==> src/design/tpp_ram.sv <==
`timescale 1ns / 1ps
// Simple dual-port RAM: one write port, one read port with registered data.
// No dependencies; holds the tape image for the top level.

module tpp_ram #(
    parameter int DEPTH = 16,
    parameter int WIDTH = 8,
    parameter int AW    = $clog2(DEPTH)
) (
    input  logic             clk,
    input  logic             we,
    input  logic [AW-1:0]    waddr,
    input  logic [WIDTH-1:0] wdata,
    input  logic             re,
    input  logic [AW-1:0]    raddr,
    output logic [WIDTH-1:0] rdata
);

    logic [WIDTH-1:0] mem [DEPTH];

    always_ff @(posedge clk)
    begin
        if (we)
        begin
            mem[waddr] <= wdata;
        end
        if (re)
        begin
            rdata <= mem[raddr];
        end
    end

endmodule

==> config.mk <==
export PLATFORM = sky130hd
export DESIGN_NAME = tpp_ram
export DESIGN_NICKNAME = d
export VERILOG_FILES = /design/src/design/tpp_ram.sv
export SDC_FILE = /design/constraint.sdc
export NUM_CORES = 1
export LEC_CHECK = 0
export BUFFER_PORTS_ARGS = -buffer_cell sky130_fd_sc_hd__buf_4
export CORE_MARGIN = 10
export CORE_UTILIZATION = 52
export CTS_CLUSTER_SIZE = 20
export DETAILED_ROUTE_END_ITERATION = 8
export PLACE_DENSITY = 0.7
export SETUP_SLACK_MARGIN = 0.2
export SLEW_MARGIN = 5
export SYNTH_ARGS = -nofsm -noshare
export SYNTH_HDL_FRONTEND = slang
export SYNTH_SLANG_ARGS = --single-unit
==> constraint.sdc <==
create_clock -name clk -period 1.73 [get_ports clk]
set_clock_uncertainty 0.15 [all_clocks]
set_input_delay 0.0865 -clock clk [delete_from_list [all_inputs] [get_ports clk]]
set_output_delay 0.0865 -clock clk [all_outputs]
set_load 0.02 [all_outputs]
==> results of run 1 <==
## power breakdown
part	internal (µW)	switching (µW)	total, µW
Combinational	203	231	434
Sequential	3710	20.9	3730
Clock	2470	1280	3740
Total	6390	1530	7910
## worst max-delay path, stage by stage, from the launching register on
cell      delay, ps
edfxtp_1        370
mux4_1          530
a22oi_2         190
nand2_1          90
## metrics by stage
step,util,worst slack [ps]
detailed placement,0.587,-27.3
global route,0.662,114
floorplan,-,211
global placement,0.587,-22.4
finish,0.662,166
CTS,0.661,168
## placed cells by master, fill, tap and decap left out, drive strengths merged
master and count:
dlygate4sd3 11, or3b 1, nor2b 1, nand2b 2, and2b 1, nor3 4, edfxtp 136, nand3b 2
and2 1, clkinvlp 2, mux4 32, nor2 13, clkbuf 18, nand2 9, buf 51, a22oi 16
nand3 1, clkinv 7, bufinv 5
## flip-flops by register name (all words and copies together) (netlist names)
register / flops
mem: 128
rdata: 8
## cells by family after synthesis
logic type | count (synthesis) | share of synthesized area
buffers and inverters | 10 | 0.0165
and+or+nand+nor | 35 | 0.0314
DFF | 136 | 0.781
muxes | 32 | 0.148
AOI/OAI and AO/OA | 16 | 0.0230
## timing repair
item	CTS	global route
pin swaps	5	4
hold buffers	11	0
gates resized for setup	16	5
hold endpoints to repair	168	0
setup endpoints to repair	8	8
setup buffers	0	0
## layout make-up
type,instances,area [µm²],share of cell area
flip-flops and latches,136,4080,0.632
multi-input cells,83,1060,0.164
repair buffers,62,531,0.0820
clock buffers,18,418,0.0646
clock inverters,14,205,0.0317
well taps,133,166,0.0257
## layer usage
layer | up-vias | track usage | wire length (µm)
met5 | - | 0 | 0
met4 | 0 | 0.0724 | 228
met3 | 20 | 0.0470 | 538
met2 | 88 | 0.236 | 5100
met1 | 1354 | 0.212 | 4780
li1 | 1108 | - | -
## worst min path at each step
stage,slack [ps],to,cells after the start,from
global route,50,rdata[4],4,raddr[1]
CTS,20,rdata[4],4,raddr[1]
detailed placement,260,mem[12][7],1,wdata[7]
floorplan,40,mem[0][0],0,wdata[0]
finish,40,rdata[4],4,raddr[1]
global placement,240,mem[12][7],1,wdata[7]
==> flow_summary.toml, run 1 <==
[route]
drt_wl_total_um = 10700
drtAntennaViolNets = 0
wl_per_cell_um = 23.9
dr.pass1.iters = 4
first_iter_violations = 214
drt_drc_violations_left = 0
vias = 2570
viasPerCell = 5.76

[outcome]
status = "finished, final reports clean"

[yosys]
yosys.area.top_type = "edfxtp_1"
syn_nets = 248
synth_edf_count = 136
ys_async_sr_fraction = 0
syn-instance-count = 229
yosysWarnings = 0
synth_area_mm2 = 0.00523
synth_top_area_frac = 0.781
synth.area.top_cells = "edfxtp_1 (78%), mux4_2 (7.8%), mux4_1 (7.0%)"
ys.flop_type = "edfxtp_1"
ys_seq_area_frac = 0.781
synth.most_common_cell = "edfxtp_1"
avgSynthCellArea_um2 = 22.8
ys_ff_latch = 136
ys_types = 18
synth_common_cells = "edfxtp_1 (136), mux4_2 (18), a22oi_1 (16)"

[die]
die_area_mm2 = 0.0145
io-pin-count = 27
fp-row-count = 36
core_region_area_mm2 = 0.00977
die_y_um = 120
fp.dieW_um = 120
initial_utilization = 0.535

[worst_setup_path]
reg2reg_depth = 3
timing.rr.end = "rdata[1]"
required_ps = 1850
arrival_ps = 1690
startpoint = "mem[1][1]"
crit_path_end = "rdata[1]"
start_kind = "register"
ff2ff_setup_slack_ps = 170
reg2reg_from = "mem[1][1]"
crit_type = "reg2reg"
crit_fanout = 1
crit_path_end_kind = "register"

[clock_tree]
cts-root-buf = "clkbuf_8"
htreeDepth = 4
numClockSinks = 136
cts_tree = "built"
cts_inserted_buffers = 17
clock_path_buffers = 2
clkTransAtPathRegs_ps = 60
insertion_delay_ps = 520

[global_route]
grt_pass1_vias = 2767
grt_pass1_wl_um = 16600
grt_overflow_total = 0
antenna_found_initial = 0
grt_use_total = 0.159
grt_max_degree = 23

[power]
power_uw = 7910
p_per_area_mw_per_mm2 = 1220
vdd_drop_max_v = 0.000736
p_leak_uw = 0.00218

[final_layout]
nets = 319
syn2layout_area_growth_pct = 23.7
instances_no_fill = 446
final_cell_area_mm2 = 0.00647
layout-drive-gt1-share = 0.387
fillers = 616
num_antenna_cells = 0

[flow_run]
maxCapViolCount = 0

[placement]
port_buffers = 26
dpl_cell_area_mm2 = 0.00573
gp_congestion = 0.735
post-place-cells = 403
dp.final_hpwl_um = 6590

[sta]
maxSlewHeadroom = 0.375
worstMarginPinSlew_ps = 934
rsz0062_at_grt = "true"
finalMaxSlewViolations = 0
worst_hold_slack_ps = 40.3
setup_tns_ps = 0
finalSetupViolCount = 0
finalHoldViolations = 0
finalCritPeriodShare = 0.904
max_freq_ghz = 0.640
period_needed_ps = 1560

[min_path]
min_path_type = "in2reg"
No activity file was read; power rests on OpenSTA's default activity.
==> run 2, diff against run 1 <==
--- a/config.mk
+++ b/config.mk
@@ -10,7 +10,7 @@
 export CORE_UTILIZATION = 52
 export CTS_CLUSTER_SIZE = 20
 export DETAILED_ROUTE_END_ITERATION = 8
-export PLACE_DENSITY = 0.7
+export PLACE_DENSITY_LB_ADDON = 0.12
 export SETUP_SLACK_MARGIN = 0.2
 export SLEW_MARGIN = 5
 export SYNTH_ARGS = -nofsm -noshare
==> flow_summary.toml, run 2 (same netlist as run 1, synthesis figures left out) <==
[outcome]
status = "finished, final reports clean"

[route]
drtAntennaViolNets = 0
wl_per_cell_um = 22.6
viasPerCell = 5.54
drt_wl_total_um = 10100
first_iter_violations = 217
vias = 2483
drt_drc_violations_left = 0
dr.pass1.iters = 4

[worst_setup_path]
timing.rr.end = "rdata[6]"
reg2reg_depth = 3
crit_fanout = 1
required_ps = 1830
arrival_ps = 1660
start_kind = "register"
reg2reg_from = "mem[2][6]"
crit_type = "reg2reg"
crit_path_end_kind = "register"
ff2ff_setup_slack_ps = 170

[power]
p_leak_uw = 0.00217
vdd_drop_max_v = 0.000609
p_per_area_mw_per_mm2 = 1170
power_uw = 7530

[sta]
max_freq_ghz = 0.641
finalHoldViolations = 0
worst_hold_slack_ps = 71.7
worstMarginPinSlew_ps = 518
finalCritPeriodShare = 0.902
fin_ws_ps = 170
maxSlewHeadroom = 0.655
period_needed_ps = 1560
rsz0062_at_grt = "true"
finalMaxSlewViolations = 0
finalSetupViolCount = 0

[global_route]
grt_pass1_vias = 2675
grt_pass1_wl_um = 15800
grt_max_degree = 21
grt_use_total = 0.150
grt_overflow_total = 0
antenna_found_initial = 0

[clock_tree]
clock_path_buffers = 2
cts_inserted_buffers = 17
numClockSinks = 136
insertion_delay_ps = 510
cts_tree = "built"
cts_setup_buffers = 0
clkTransAtPathRegs_ps = 50
cts-root-buf = "clkbuf_8"
htreeDepth = 4

[placement]
dp.final_hpwl_um = 6570
port_buffers = 26
place_ws_ps = -79.4
dpl_cell_area_mm2 = 0.00576
gp_congestion = 0.720

[die]
fp-row-count = 36
fp.dieW_um = 120
io-pin-count = 27
die_area_mm2 = 0.0145
die_y_um = 120
initial_utilization = 0.535
core_region_area_mm2 = 0.00977

[min_path]
hold-path-endpoint = "mem[0][6]"
min_path_type = "in2reg"
worstHoldStart = "waddr[2]"
hold_depth = 4

[final_layout]
finish.utilization = 0.660
reg_top3 = "mem: 128 flops, rdata: 8 flops"
num_antenna_cells = 0
nets = 321
regMostFlops = "mem"
syn2layout_area_growth_pct = 23.3
final_common_cell = "edfxtp_1"
mostFrequentLayoutCells = "edfxtp_1 (136), buf_4 (49), mux4_2 (28), clkbuf_16 (16), nor2_1 (13)"
layout-drive-gt1-share = 0.381
fillers = 646
final_cell_area_mm2 = 0.00645
largest_register_ff_count = 128

[flow_run]
maxCapViolCount = 0
[run 2: report_power, final]
part | leakage, µW | switching [µW] | internal, µW | total, µW
clock | 0.000274 | 1190 | 2170 | 3360
combinational | 0.000663 | 227 | 211 | 438
sequential | 0.00124 | 22.8 | 3720 | 3740
[run 2: final cells by class]
type,instances,area [µm²],share of cell area
Clock inverter,11,130,0.0202
Tap cell,133,166,0.0258
Sequential cell,136,4080,0.633
Clock buffer,21,429,0.0666
Multi-Input combinational cell,83,1080,0.167
Timing Repair Buffer,64,558,0.0866
[run 2: how the worst max path moves through the flow]
stage                     slack (ps)        from  cells past startpoint        to
after floorplan                  210    raddr[0]                      5  rdata[1]
after global placement           -60    raddr[0]                      6  rdata[1]
after detailed placement         -80    raddr[0]                      6  rdata[1]
after CTS                        160  mem[11][7]                      3  rdata[7]
after global routing             140  mem[11][7]                      3  rdata[7]
final                            170   mem[2][6]                      3  rdata[6]
[run 2: critical path: stages (launching register included)]
cell	delay (ps)
edfxtp_1	360
mux4_2	480
a22oi_2	240
nand2_1	80
[run 2: repair_timing]
action,in CTS,in global routing
hold buffers,11,0
resized for setup,15,6
gates cloned,0,0
hold endpoints to repair,168,0
setup endpoints to repair,8,7
pin swaps,10,3
[run 2: per-layer routing]
metal  wire [µm]  global-route usage
met5           0                   0
met4          44              0.0475
met3         604              0.0521
met2        5030               0.235
met1        4450               0.195
[run 2: through the flow]
step / std cells / TNS (ps)
2_1_floorplan: 229 / 0
3_3_place_gp: 405 / -126
3_5_place_dp: 405 / -187
4_1_cts: 448 / 0
5_1_grt: 448 / 0
6_report: 448 / 0
